--- src/hdl/gtd_pkg.sv ---
// ----------------------------------------------------------------------------
// gtd_pkg
// shared types and codes for the track delta decoder
// ----------------------------------------------------------------------------
package gtd_pkg;

  localparam int KIND_W = 3;

  localparam logic [KIND_W-1:0] KIND_TOTAL = 3'd0;
  localparam logic [KIND_W-1:0] KIND_PTS   = 3'd1;
  localparam logic [KIND_W-1:0] KIND_LON   = 3'd2;
  localparam logic [KIND_W-1:0] KIND_LAT   = 3'd3;
  localparam logic [KIND_W-1:0] KIND_ALT   = 3'd4;
  localparam logic [KIND_W-1:0] KIND_ERR   = 3'd5;

  localparam logic [1:0] PH_TOTAL = 2'd0;
  localparam logic [1:0] PH_COUNT = 2'd1;
  localparam logic [1:0] PH_FIRST = 2'd2;
  localparam logic [1:0] PH_DELTA = 2'd3;

  localparam logic [1:0] AXIS_ALT = 2'd2;

  localparam int FIFO_DEPTH = 4;
  localparam int PTR_W      = $clog2(FIFO_DEPTH);
  localparam int CNT_W      = $clog2(FIFO_DEPTH + 1);

  typedef struct packed {
    logic [31:0]       value;
    logic [KIND_W-1:0] kind;
    logic              stream_done;
    logic              last_of_run;
  } result_t;

  typedef struct packed {
    logic [1:0] n;
    result_t    r0;
    result_t    r1;
  } push_t;

endpackage

--- src/hdl/gtd_byte_if.sv ---
// ----------------------------------------------------------------------------
// gtd_byte_if
// byte stream channel: valid, ready and one stream byte
// ----------------------------------------------------------------------------
interface gtd_byte_if;
  logic       valid;
  logic       ready;
  logic [7:0] byte_req;
  logic       final_byte;

  modport source (output valid, output byte_req, output final_byte, input ready);
  modport sink (input valid, input byte_req, input final_byte, output ready);
endinterface

--- src/hdl/gtd_decode.sv ---
// ----------------------------------------------------------------------------
// gtd_decode
// input register, stream state and per-byte word / varint delta decoding
// ----------------------------------------------------------------------------
module gtd_decode
  import gtd_pkg::*;
(
  input  logic        clk,
  input  logic        rst,
  gtd_byte_if.sink    stream,
  input  logic        room,
  output push_t       push
);

  logic        stg_valid;
  logic [7:0]  stg_byte;
  logic        stg_final;
  logic        fire;

  logic [1:0]  phase, phase_next;
  logic [1:0]  byte_in_word, byte_in_word_next;
  logic [31:0] word_buffer, word_buffer_next;
  logic [31:0] segments_left, segments_left_next;
  logic [31:0] points_left, points_left_next;
  logic [31:0] prev [3];
  logic [31:0] prev_next [3];
  logic [31:0] delta_magnitude, delta_magnitude_next;
  logic        delta_negative, delta_negative_next;
  logic [2:0]  delta_byte_count, delta_byte_count_next;
  logic [1:0]  axis, axis_next;
  logic        finished, finished_next;

  logic [1:0]        ax;
  logic [31:0]       word;
  logic [31:0]       delta;
  logic [31:0]       coord;
  logic              adv;
  logic              seg_end;
  logic              r_valid;
  logic [31:0]       r_value;
  logic [KIND_W-1:0] r_kind;
  logic              r_done;
  logic              trunc;

  assign fire         = stg_valid && room;
  assign stream.ready = !stg_valid || room;

  always_ff @(posedge clk) begin
    if (rst) begin
      stg_valid <= 1'b0;
    end else if (stream.valid && stream.ready) begin
      stg_valid <= 1'b1;
    end else if (fire) begin
      stg_valid <= 1'b0;
    end
    if (stream.valid && stream.ready) begin
      stg_byte  <= stream.byte_req;
      stg_final <= stream.final_byte;
    end
  end

  assign ax   = (axis > AXIS_ALT) ? AXIS_ALT : axis;
  assign word = {stg_byte, word_buffer[23:0]};

  always_comb begin
    phase_next            = phase;
    byte_in_word_next     = byte_in_word;
    word_buffer_next      = word_buffer;
    segments_left_next    = segments_left;
    points_left_next      = points_left;
    prev_next             = prev;
    delta_magnitude_next  = delta_magnitude;
    delta_negative_next   = delta_negative;
    delta_byte_count_next = delta_byte_count;
    axis_next             = axis;
    finished_next         = finished;
    delta                 = '0;
    coord                 = '0;
    adv                   = 1'b0;
    seg_end               = 1'b0;
    r_valid               = 1'b0;
    r_value               = word;
    r_kind                = KIND_TOTAL;
    r_done                = 1'b0;
    trunc                 = 1'b0;

    if (fire && !finished) begin
      if (phase == PH_DELTA) begin
        unique case (delta_byte_count)
          3'd0: begin
            delta_negative_next  = stg_byte[6];
            delta_magnitude_next = {26'b0, stg_byte[5:0]};
          end
          3'd1: delta_magnitude_next = delta_magnitude | ({25'b0, stg_byte[6:0]} << 6);
          3'd2: delta_magnitude_next = delta_magnitude | ({25'b0, stg_byte[6:0]} << 13);
          3'd3: delta_magnitude_next = delta_magnitude | ({25'b0, stg_byte[6:0]} << 20);
          3'd4: delta_magnitude_next = delta_magnitude | ({25'b0, stg_byte[6:0]} << 27);
          default: delta_magnitude_next = delta_magnitude;
        endcase
        delta_byte_count_next = delta_byte_count + 3'd1;
        if (!stg_byte[7] || delta_byte_count >= 3'd5) begin
          delta = delta_negative_next ? (32'd0 - delta_magnitude_next)
                                      : delta_magnitude_next;
          coord = prev[ax] + delta;
          prev_next[ax]         = coord;
          r_valid               = 1'b1;
          r_value               = coord;
          r_kind                = KIND_LON + {1'b0, ax};
          delta_magnitude_next  = '0;
          delta_negative_next   = 1'b0;
          delta_byte_count_next = '0;
          adv                   = 1'b1;
        end
      end else begin
        if (byte_in_word == 2'd0) begin
          word_buffer_next = {24'b0, stg_byte};
        end else begin
          word_buffer_next = word_buffer | ({24'b0, stg_byte} << {byte_in_word, 3'b000});
        end
        if (byte_in_word == 2'd3) begin
          byte_in_word_next = '0;
          r_valid           = 1'b1;
          unique case (phase)
            PH_COUNT: begin
              r_kind = KIND_PTS;
              if (word == 32'd0) begin
                seg_end = 1'b1;
              end else begin
                points_left_next = word - 32'd1;
                axis_next        = '0;
                phase_next       = PH_FIRST;
              end
            end
            PH_FIRST: begin
              prev_next[ax] = word;
              r_kind        = KIND_LON + {1'b0, ax};
              adv           = 1'b1;
            end
            default: begin
              segments_left_next = word;
              r_kind             = KIND_TOTAL;
              if (word == 32'd0) begin
                finished_next = 1'b1;
              end else begin
                phase_next = PH_COUNT;
              end
            end
          endcase
        end else begin
          byte_in_word_next = byte_in_word + 2'd1;
        end
      end

      if (adv) begin
        if (ax == AXIS_ALT) begin
          axis_next = '0;
          if (phase == PH_FIRST) begin
            if (points_left == 32'd0) begin
              seg_end = 1'b1;
            end else begin
              phase_next = PH_DELTA;
            end
          end else begin
            points_left_next = points_left - 32'd1;
            if (points_left_next == 32'd0) begin
              seg_end = 1'b1;
            end
          end
        end else begin
          axis_next = ax + 2'd1;
        end
      end

      if (seg_end) begin
        segments_left_next = segments_left - 32'd1;
        if (segments_left_next == 32'd0) begin
          finished_next = 1'b1;
        end else begin
          phase_next = PH_COUNT;
        end
      end

      r_done = finished_next;
      trunc  = stg_final && !finished_next;
      if (trunc) begin
        finished_next = 1'b1;
      end
    end
  end

  always_comb begin
    push.n              = {1'b0, r_valid} + {1'b0, trunc};
    push.r1.value       = '0;
    push.r1.kind        = KIND_ERR;
    push.r1.stream_done = 1'b0;
    push.r1.last_of_run = 1'b1;
    if (r_valid) begin
      push.r0.value       = r_value;
      push.r0.kind        = r_kind;
      push.r0.stream_done = r_done;
      push.r0.last_of_run = !trunc;
    end else begin
      push.r0 = push.r1;
    end
  end

  always_ff @(posedge clk) begin
    if (rst) begin
      phase            <= PH_TOTAL;
      byte_in_word     <= '0;
      word_buffer      <= '0;
      segments_left    <= '0;
      points_left      <= '0;
      prev[0]          <= '0;
      prev[1]          <= '0;
      prev[2]          <= '0;
      delta_magnitude  <= '0;
      delta_negative   <= 1'b0;
      delta_byte_count <= '0;
      axis             <= '0;
      finished         <= 1'b0;
    end else begin
      phase            <= phase_next;
      byte_in_word     <= byte_in_word_next;
      word_buffer      <= word_buffer_next;
      segments_left    <= segments_left_next;
      points_left      <= points_left_next;
      prev             <= prev_next;
      delta_magnitude  <= delta_magnitude_next;
      delta_negative   <= delta_negative_next;
      delta_byte_count <= delta_byte_count_next;
      axis             <= axis_next;
      finished         <= finished_next;
    end
  end

endmodule

--- src/flat_wrapper.sv ---
// flat-port wrapper written by rule: the top's interface ports become plain ports
module gtd_decode_flat import gtd_pkg::*;
  (clk, rst, room, push, stream_valid, stream_byte_req, stream_final_byte, stream_ready);
  gtd_byte_if stream_i ();
  input  logic clk;
  input  logic rst;
  input  logic room;
  output push_t push;
  input wire logic [$bits(stream_i.valid)-1:0] stream_valid;
  input wire logic [$bits(stream_i.byte_req)-1:0] stream_byte_req;
  input wire logic [$bits(stream_i.final_byte)-1:0] stream_final_byte;
  output wire logic [$bits(stream_i.ready)-1:0] stream_ready;
  assign stream_i.valid = stream_valid;
  assign stream_i.byte_req = stream_byte_req;
  assign stream_i.final_byte = stream_final_byte;
  assign stream_ready = stream_i.ready;
  gtd_decode u_core (.clk(clk), .rst(rst), .stream(stream_i), .room(room), .push(push));
endmodule
--- config.mk ---
export PLATFORM = sky130hd
export DESIGN_NAME = gtd_decode_flat
export DESIGN_NICKNAME = d
export VERILOG_FILES = /design/src/hdl/gtd_pkg.sv /design/src/hdl/gtd_byte_if.sv /design/src/hdl/gtd_decode.sv /design/src/flat_wrapper.sv
export SDC_FILE = /design/constraint.sdc
export NUM_CORES = 1
export LEC_CHECK = 0
export ABC_AREA = 1
export BUFFER_PORTS_ARGS = -buffer_cell sky130_fd_sc_hd__clkbuf_2
export CORE_MARGIN = 4
export CORE_UTILIZATION = 50
export CTS_CLUSTER_DIAMETER = 30
export DETAILED_ROUTE_END_ITERATION = 10
export MAX_ROUTING_LAYER = met4
export PLACE_DENSITY = 0.63
export SETUP_SLACK_MARGIN = 0.1
export SLEW_MARGIN = 10
export SYNTH_ARGS = -nofsm -noshare
export SYNTH_HDL_FRONTEND = slang
export SYNTH_SLANG_ARGS = --single-unit
--- constraint.sdc ---
create_clock -name clk -period 5.5 [get_ports clk]
set_clock_uncertainty 0.1 [all_clocks]
set_input_delay 0.55 -clock clk [delete_from_list [all_inputs] [get_ports clk]]
set_output_delay 0.55 -clock clk [all_outputs]
set_load 0.01 [all_outputs]
# Word-level counts from Yosys, hierarchy flattened
# Index checks and enable logic that the tools add are counted.
[classes] shifts=1 eq_ne=14 n_lt_le_gt_ge=4 n_addsub=10 mux=91 bitwise=7 reduce_logical=30
[ops] operator="32-bit two-way mux" n=22
[ops] operator="96-bit two-way mux" n=4
[ops] operator="96-bit bitwise mux" n=2
[ops] operator="32-bit one-hot mux with 5 select lines" n=1
[ops] operator="32-bit logical NOT" n=4
[ops] operator="32-bit by 1-bit subtractor with 32-bit output (second input constant)" n=3
[ops] operator="32-bit binary-select mux with 2-bit select" n=1
[ops] operator="32-bit demux with 2-bit select" n=1
[ops] operator="32-bit bitwise OR" n=2
[ops] operator="37-bit two-way mux" n=1
[ops] operator="2-bit two-way mux" n=18
[ops] operator="1-bit two-way mux" n=34
[ops] operator="32-bit adder" n=1
[ops] operator="32-bit by 13-bit bitwise OR with 32-bit output" n=1
[ops] operator="32-bit by 20-bit bitwise OR with 32-bit output" n=1
[ops] operator="32-bit by 27-bit bitwise OR with 32-bit output" n=1
[ops] operator="8-bit by 5-bit left shift with 32-bit output" n=1
[ops] operator="1-bit by 32-bit subtractor with 32-bit output (first input constant)" n=1
[ops] operator="3-bit two-way mux" n=5
[ops] operator="2-bit nonzero test" n=6
[ops] operator="2-bit equality test (second input constant)" n=4
[ops] operator="2-bit != test (second input constant)" n=4
[ops] operator="4-bit AND reduction" n=2
[ops] operator="3-bit by 2-bit equality test with 1-bit output (second input constant)" n=2
[ops] operator="23 further kinds" n=35
[totals] in_bits=13 reg_bits=245

# Depth between registers and ports, before layout
# Gate-level depths: netlist (run 1).
[logic_depth] ltp_word=17 mapped_depth=32 ltp_nobuf=31

# Worst setup path before layout (run 1)
# OpenSTA, ideal clock, no wires.
[synth_timing] kind="register -> output" from="register u_core.delta_byte_count[0]" to="output port push[70] (netlist name)" arrival_time_ns=4.158 stages_incl_launch_ff=28 required_time_ns=4.850 setup_slack_ns=0.692 cell_sequence="dfxtp_1 inv_1 ha_1 nand2_1 inv_1 nor2_2 nand3_4 buf_6 nand2_1 o21a_2 nand3_2 nor3_4 nand3_2 o21ai_2 o21a_1 xor2_1 inv_1 ha_1 nand2_1 nor4_1 nand3_1 nand3_1 a21o_1 a21boi_0 xor2_1 nand2_1 o211ai_1 inv_1"
[synth_lines] item="from (decl)" line_no="gtd_decode.sv:29" rtl="logic [2:0] delta_byte_count, delta_byte_count_next;"
[synth_lines] item="from (signal assigned)" line_no="gtd_decode.sv:231" rtl="delta_byte_count <= delta_byte_count_next;"
[synth_lines] item="to (decl)" line_no="flat_wrapper.sv:8" rtl="output push_t push;"

==> PnR_summary.wiki, run 1 <==
{| class="wikitable"
! Metric !! Value
|-
| Result of the run || finished with violations
|-
| Violations in the final reports || setup timing
|-
| Max-slew violations || 0
|-
| Total Routed Length || 64900 microns
|-
| Die X || 193 microns
|-
| Setup repair after global routing missed its margin || true
|-
| Vias post-DR || 18944
|-
| Total gr overflow || 0
|-
| Clk Tree Root Cell || clkbuf_16
|-
| Number of DRC markers in iteration 0 || 1520
|-
| Synth cell types || 55
|-
| Count of flip-flops with a built-in enable after synthesis || 9
|-
| Port Buffers || 52
|-
| Power density of the placed cells || 312 nW/um^2
|-
| Rel. slew slack || 23.5%
|-
| Count of hold buffers inserted by post-cts repair || 0
|-
| Total number of H-tree levels || 3
|-
| Max Cap Viol || 0
|-
| CP max-delay cell || dfxtp_4
|-
| DRC Markers || 0
|-
| Cell type with the highest aggregate area in the netlist || dfxtp_1
|-
| Static leakage || 10.1 nW
|-
| Gate Count Post-Synth || 2733
|-
| Most frequently used flop master after synthesis || dfxtp_1
|-
| Post-synthesis sequential element count || 237
|-
| Class of the most critical setup path || reg2out
|-
| Total number of yosys warnings || 0
|-
| Global placement routability congestion || 0.939
|-
| Power consumption || 6.76 mW
|-
| Ratio of final minimum period to clock period || 103%
|-
| Non-Filler Instances || 3366
|-
| Via count normalized by instance count || 5.63
|-
| Count of clock tree sinks || 237
|-
| Worst min-delay path startpoint || stream_final_byte
|-
| Terminus of the critical flop-to-flop path || u_core.prev[26]
|-
| Synthesis-to-finish area growth || 26.4%
|-
| Type of destination of the critical path || primary output
|-
| GRT Total Usage || 34.7%
|-
| Top cells by area in the synthesized netlist || dfxtp_1, nand2_1, o21ai_0
|-
| Path category of the worst min-delay check || in2reg
|-
| Y dimension of the die || 193 microns
|-
| 1st-pass router iterations || 5
|-
| Max VDD drop || 0.283 mV
|-
| Number of antenna violations at the first check in global routing || 3
|-
| Register-to-register setup slack || 0.96 ns
|-
| Design Area, Final || 21700 sq um
|-
| Worst skew pair latency || 0.59 ns
|-
| Async S/R FF share, synth || 0%
|-
| Max Fanout on Critical Path || 5
|-
| Final #Nets || 2931
|-
| Placed Cells incl. Taps || 3175
|-
| Number of buffers inserted during clock tree synthesis || 70
|-
| Via count of the first global-routing pass || 17940
|-
| Startpoint Class || register
|-
| Slew @ Worst Pin || 1.14 ns
|-
| Register area share after synthesis || 28.2%
|-
| Largest incremental delay on the critical path || 0.36 ns
|-
| Worst hold-check slack || 0.0397 ns
|-
| Highest clock rate || 177 MHz
|-
| Area of placed instances || 17800 sq um
|-
| Commonest cells in the netlist || nand2_1, nor2_1, inv_1, o21ai_0, a21oi_1
|-
| Synthesized area || 17100 sq um
|-
| Final hold violation count || 0
|-
| Core ar. || 33700 sq um
|-
| Min Clock Period, post-route || 5.64 ns
|-
| Depth of the worst hold-timing path || 1
|-
| Syn Area/Cell || 6.27 sq um
|-
| Area share of the largest cell type after synthesis || 26.6%
|-
| DR WL/cell || 19.3 microns
|-
| Final worst-path setup slack || -0.141 ns
|-
| Number of routed nets with antenna violations || 0
|-
| Row cnt || 67
|-
| First-pass GRT wire length || 98900 microns
|-
| Share of final-layout standard cells stronger than drive strength 1 || 16.5%
|-
| Total die area || 37300 sq um
|-
| Initial core utilization || 50.9%
|-
| Pin count of the biggest net entering global routing || 88
|-
| CTS tree || done
|-
| Detail Placement HPWL || 45700 microns
|-
| Worst reg2reg path startpoint || u_core.delta_byte_count[1]
|-
| Clock Path Buffers || 3
|-
| I/O Pins || 90
|-
| Endpoint with the worst hold slack || u_core.stg_final
|-
| Data required time at the worst endpoint || 4.85 ns
|-
| R2r worst-path depth || 26
|-
| Clk slew on worst S/H paths || 0.04 ns
|-
| Cell class contributing the biggest share of worst-path delay || compound AO/OA/AOI/OAI gates
|-
| Setup violations, final || 5
|-
| Critical path arrival || 4.99 ns
|-
| Most frequently used cell type in the post-synthesis netlist || nand2_1
|-
| Number of buffer and inverter instances along the worst setup path || 6
|}
==> power by group <==
group	leakage [nW]	internal [mW]	switching, mW
clock network	1.22	3.08	1.22
registers	1.93	1.75	0.0215
logic	6.98	0.211	0.473
==> logic make-up after synthesis <==
group | Yosys count | synth area share (%)
flops | 237 | 28.2
other cells | 2 | 0.0438
fa+ha+maj | 57 | 4.20
simple gates | 1233 | 30.3
compound gates | 633 | 20.3
buf+inv | 461 | 11.3
xor+xnor | 110 | 5.62
==> cell usage in the layout, fill, tap and decap left out, types with 7 or more instances in the layout <==
master and count:
clkbuf_8 13, inv_1 284, nor3_1 16, xnor2_1 24, nand3_1 146, ha_1 36
o21ai_0 225, nand3_2 16, clkbuf_2 43, a21oi_2 16, o21ai_2 8, inv_2 7
xor2_1 83, nand2_1 610, buf_4 117, ha_4 18, edfxtp_1 9, a31oi_1 16
o21ai_1 35, conb_1 37, buf_6 11, nor2_4 11, nand4_1 39, a21o_1 7
a221oi_1 9, nor2_1 297, clkbuf_1 14, nor2_2 19, bufinv_16 12, clkinv_2 8
dfxtp_1 225, nand2_4 10, nand2_2 33, o211ai_1 48, a21oi_1 227, a22oi_1 10
clkbuf_16 71
==> per-layer routing <==
metal | GRT usage (%) | part of all wire, % | wire length (microns)
met1 | 41.8 | 41 | 26700
met5 | - | 0 | 0
met3 | 5.89 | 6.9 | 4470
met2 | 58.0 | 48 | 30900
met4 | 14.2 | 4.4 | 2880
==> what timing repair did <==
action,in CTS,in global routing
setup endpoints to repair,20,21
resized for setup,115,107
pin swaps,53,61
cloned,1,0
setup buffers,28,34
==> layout make-up <==
| class | count | area (sq um) |
|---|---|---|
| flip-flops and latches | 237 | 4840 |
| clock buffers | 97 | 1990 |
| fillers | 3133 | 12000 |
| inverters | 303 | 1150 |
| repair buffers | 178 | 1260 |
| diodes | 1 | 2.50 |
| clock inverters | 31 | 528 |
| multi-input cells | 2071 | 11300 |
| well taps | 448 | 561 |
==> stage by stage <==
stage / TNS (ns) / setup slack [ns] / utilization, %
CTS: -1.09 / -0.212 / 62.3
finish: -0.496 / -0.141 / 64.3
global route: -2.34 / -0.310 / 64.3
floorplan: 0 / 0.692 / -
detailed placement: -0.0125 / -0.0125 / 52.8
global placement: 0 / 0.104 / 52.8
==> state kept, by name, summed over array words and instances, names as in the netlist <==
register,flops
u_core.delta_magnitude,32
u_core.segments_left,32
u_core.phase,2
u_core.stg_byte,8
u_core.points_left,32
u_core.axis,2
u_core.delta_negative,1
u_core.stg_final,1
u_core.byte_in_word,2
u_core.prev,96
u_core.word_buffer,24
u_core.delta_byte_count,3
u_core.stg_valid,1
u_core.finished,1
==> how the worst max path moves through the flow <==
stage | start | slack (ns) | end | depth (start not counted)
2_1_floorplan | u_core.delta_byte_count[0] | 0.69 | push[70] | 27
3_3_place_gp | u_core.delta_byte_count[0] | 0.10 | push[69] | 28
3_5_place_dp | u_core.delta_byte_count[0] | -0.01 | push[69] | 27
4_1_cts | u_core.delta_byte_count[0] | -0.21 | push[69] | 28
5_1_grt | u_core.delta_byte_count[1] | -0.31 | push[70] | 27
6_report | u_core.delta_byte_count[1] | -0.14 | push[68] | 27
Power figures use the tool's default switching activity.
==> run 2, diff against run 1 <==
- ABC_AREA: 1 -> 0
==> run 2 against run 1 <==
Against the previous run:
- the run still ends with setup timing left
- sequential cell count did not move
- sequential share of layout area fell by 0.10 points
- setup slack got worse by 0.57 ns
- die area fell by 2.2%
- fmax fell by 9.1%
- routed wire length fell by 2.8%
- utilization rose by 2.2 points
- area after synthesis fell by 2.3%
- highest routed layer unchanged
==> PnR_summary.wiki, run 2 <==
{| class="wikitable"
! Metric !! Value
|-
| DRC Markers || 0 (unchanged)
|-
| Path category of the worst min-delay check || in2reg
|-
| Row cnt || 66 (-1.5%)
|-
| Final #Nets || 2446 (-17%)
|-
| Largest incremental delay on the critical path || 0.43 ns (+0.07 ns)
|-
| Clock Path Buffers || 3 (unchanged)
|-
| Number of DRC markers in iteration 0 || 1892 (+24%)
|-
| Critical path arrival || 5.56 ns (+0.57 ns)
|-
| Total number of yosys warnings || 0 (unchanged)
|-
| Via count normalized by instance count || 6.31 (+12%)
|-
| Number of antenna violations at the first check in global routing || 0 (-3)
|-
| Max Fanout on Critical Path || 5 (unchanged)
|-
| Non-Filler Instances || 2870 (-15%)
|-
| Area share of the largest cell type after synthesis || 27.2% (+0.62 points)
|-
| Leading cell types in the layout, fill and taps excluded || nor2_1, buf_4, dfxtp_1, nand2_1, a21oi_1
|-
| Total gr overflow || 0 (unchanged)
|-
| Wire length on met3 || 4700 microns (+5.2%)
|-
| Syn Area/Cell || 7.71 sq um (+23%)
|-
| Final hold violation count || 0 (unchanged)
|-
| Vias post-DR || 18100 (-4.5%)
|-
| Startpoint Class || register
|-
| Die X || 191 microns (-1.1%)
|-
| Clk slew on worst S/H paths || 0.05 ns (about the same)
|-
| Commonest cells in the netlist || nor2_1, dfxtp_1, nand2_1, a21oi_1, o21ai_0
|-
| Type of destination of the critical path || primary output
|-
| Max Cap Viol || 0 (unchanged)
|-
| Placed Cells incl. Taps || 2703 (-15%)
|-
| Most frequent standard cell in the layout excluding fill and tap cells || nor2_1
|-
| Via count of the first global-routing pass || 17558 (-2.1%)
|-
| Slew @ Worst Pin || 1.05 ns (-0.0897 ns)
|-
| Register ranked first by flip-flop count || u_core.prev
|-
| Share of final-layout standard cells stronger than drive strength 1 || 24.3% (+7.9 points)
|-
| Max VDD drop || 0.275 mV (-2.8%)
|-
| Highest metal layer with signal wires || met4
|-
| Total Routed Length || 63100 microns (-2.8%)
|-
| Ratio of final minimum period to clock period || 113% (+10 points)
|-
| Gate Count Post-Synth || 2173 (-20%)
|-
| Pin count of the biggest net entering global routing || 87 (-1.1%)
|-
| Most frequently used cell type in the post-synthesis netlist || nor2_1
|-
| Synth cell types || 92 (+67%)
|-
| Class of the most critical setup path || reg2out
|-
| Total number of H-tree levels || 2 (-1)
|-
| Setup violations, final || 20 (+15)
|-
| Top cells by area in the synthesized netlist || dfxtp_1, nor2_1, mux2i_1
|-
| Antenna cells || 0 (-1)
|-
| Worst skew pair latency || 0.61 ns (+0.02 ns)
|-
| Async S/R FF share, synth || 0% (unchanged)
|-
| DR WL/cell || 22.0 microns (+14%)
|-
| Violations in the final reports || setup timing
|-
| Data required time at the worst endpoint || 4.85 ns (about the same)
|-
| GRT Total Usage || 34.4% (-0.37 points)
|-
| Y dimension of the die || 191 microns (-1.1%)
|-
| Static leakage || 8.59 nW (-15%)
|-
| Synthesis-to-finish area growth || 30.1%
|-
| Synthesized area || 16800 sq um (-2.3%)
|-
| Flip-flop count of the largest register after layout || 96 (unchanged)
|-
| Cell type with the highest aggregate area in the netlist || dfxtp_1
|-
| Count of flip-flops with a built-in enable after synthesis || 9 (unchanged)
|-
| Min Clock Period, post-route || 6.21 ns (+0.567 ns)
|-
| First-pass GRT wire length || 97300 microns (-1.6%)
|-
| Max-slew violations || 0 (unchanged)
|-
| 1st-pass router iterations || 6 (+1)
|-
| Detailed route wirelength on metal2 || 30300 microns (-2.0%)
|-
| CP max-delay cell || or3_4
|-
| CTS tree || done
|-
| Port Buffers || 52 (unchanged)
|-
| Number of buffers inserted during clock tree synthesis || 61 (-13%)
|-
| Most frequently used flop master after synthesis || dfxtp_1
|-
| Post-synthesis sequential element count || 237 (unchanged)
|-
| Initial core utilization || 51.1% (+0.23 points)
|-
| Count of clock tree sinks || 237 (unchanged)
|-
| Register area share after synthesis || 28.9% (+0.66 points)
|-
| Number of routed nets with antenna violations || 0 (unchanged)
|-
| Post-route met1 wirelength || 24900 microns (-6.6%)
|-
| Highest clock rate || 161 MHz (-9.1%)
|-
| Core ar. || 32800 sq um (-2.7%)
|-
| Total die area || 36500 sq um (-2.2%)
|-
| Final worst-path setup slack || -0.707 ns (-0.567 ns)
|-
| Worst hold-check slack || 0.0208 ns (-0.0189 ns)
|-
| Setup repair after global routing missed its margin || true
|-
| Detail Placement HPWL || 42600 microns (-6.7%)
|-
| Result of the run || finished with violations
|-
| Clk Tree Root Cell || clkbuf_16
|-
| I/O Pins || 90 (unchanged)
|-
| Rel. slew slack || 29.9% (+6.5 points)
|-
| Global placement routability congestion || 0.974 (+3.7%)
|-
| Power density of the placed cells || 280 nW/um^2 (-10%)
|}
==> run 2: cells by family (layout without fill, tap and decap cells) <==
logic type | after synthesis | count (layout) | share of synthesized area [%]
flip-flops | 237 | 237 | 28.9
buffers and inverters | 259 | 479 | 7.06
other | 2 | 37 | 0.0448
AND/OR/NAND/NOR | 747 | 747 | 22.3
adder cells (fa/ha/maj) | 57 | 57 | 4.30
AO/OA/AOI/OAI | 690 | 690 | 27.3
XOR/XNOR | 96 | 96 | 5.02
multiplexers | 85 | 85 | 5.10
==> run 2: power breakdown <==
group | switching (mW) | leakage [nW] | total (mW) | internal, mW
clock | 1.17 | 1.05 | 3.82 | 2.65
sequential | 0.0160 | 1.93 | 1.76 | 1.74
combinational | 0.325 | 5.61 | 0.517 | 0.192
==> run 2: per-stage QoR <==
step	worst slack [ns]	cell area, sq um	TNS [ns]	power [mW]	util (%)
final	-0.707	21800	-8.90	6.09	66.5
after global routing	-0.860	21800	-12.49	6.25	66.5
after CTS	-0.717	21400	-7.74	6.10	65.2
after detailed placement	-0.297	18400	-1.12	2.24	56.1
after global placement	-0.199	18400	-0.653	2.24	56.1
after floorplan	0.0982	17000	0	2.09	-
==> run 2: path summary, 6_finish.rpt <==
| path | from | endpoint | slack, ns | cells after the start |
|---|---|---|---|---|
| max | u_core.delta_byte_count[0] | push[65] | -0.71 | 25 |
| min | stream_byte_req[4] | u_core.stg_byte[4] | 0.02 | 1 |
| max reg2reg | u_core.delta_byte_count[0] | u_core.prev[49] | -0.26 | 33 |
| min reg2reg | u_core.delta_magnitude[28] | u_core.delta_magnitude[28] | 0.36 | 2 |
==> run 2: layer usage <==
metal | up-vias | track usage, %
li1 | 8367 | -
met1 | 8671 | 41.1
met2 | 828 | 56.9
met3 | 234 | 5.28
met4 | 0 | 16.4
met5 | - | -
==> run 2: repair_timing <==
item,CTS,global route
hold buffers,3,0
resized for setup,99,64
gates cloned,0,0
pin swaps,70,38
hold endpoints to repair,3,0
buffers inserted,38,15
endpoints found under the setup margin,24,49
==> run 2: cell type report <==
type | count | area (sq um)
Inverter | 57 | 214
Timing Repair Buffer | 307 | 2280
Clock inverter | 41 | 553
Multi-Input combinational cell | 1712 | 11700
Tap cell | 442 | 553
Clock buffer | 74 | 1660
Fill cell | 2760 | 11000
Sequential cell | 237 | 4850
==> run 2: worst max-delay path: cells and delay by family (launching register included) <==
family | cells | cell delay, ns
AOI/OAI and AO/OA | 9 | 1.72
buffers and inverters | 4 | 0.57
adders and majority gates | 4 | 0.87
and+or+nand+nor | 7 | 1.27
xor gates and xnor gates | 1 | 0.16
DFF | 1 | 0.36
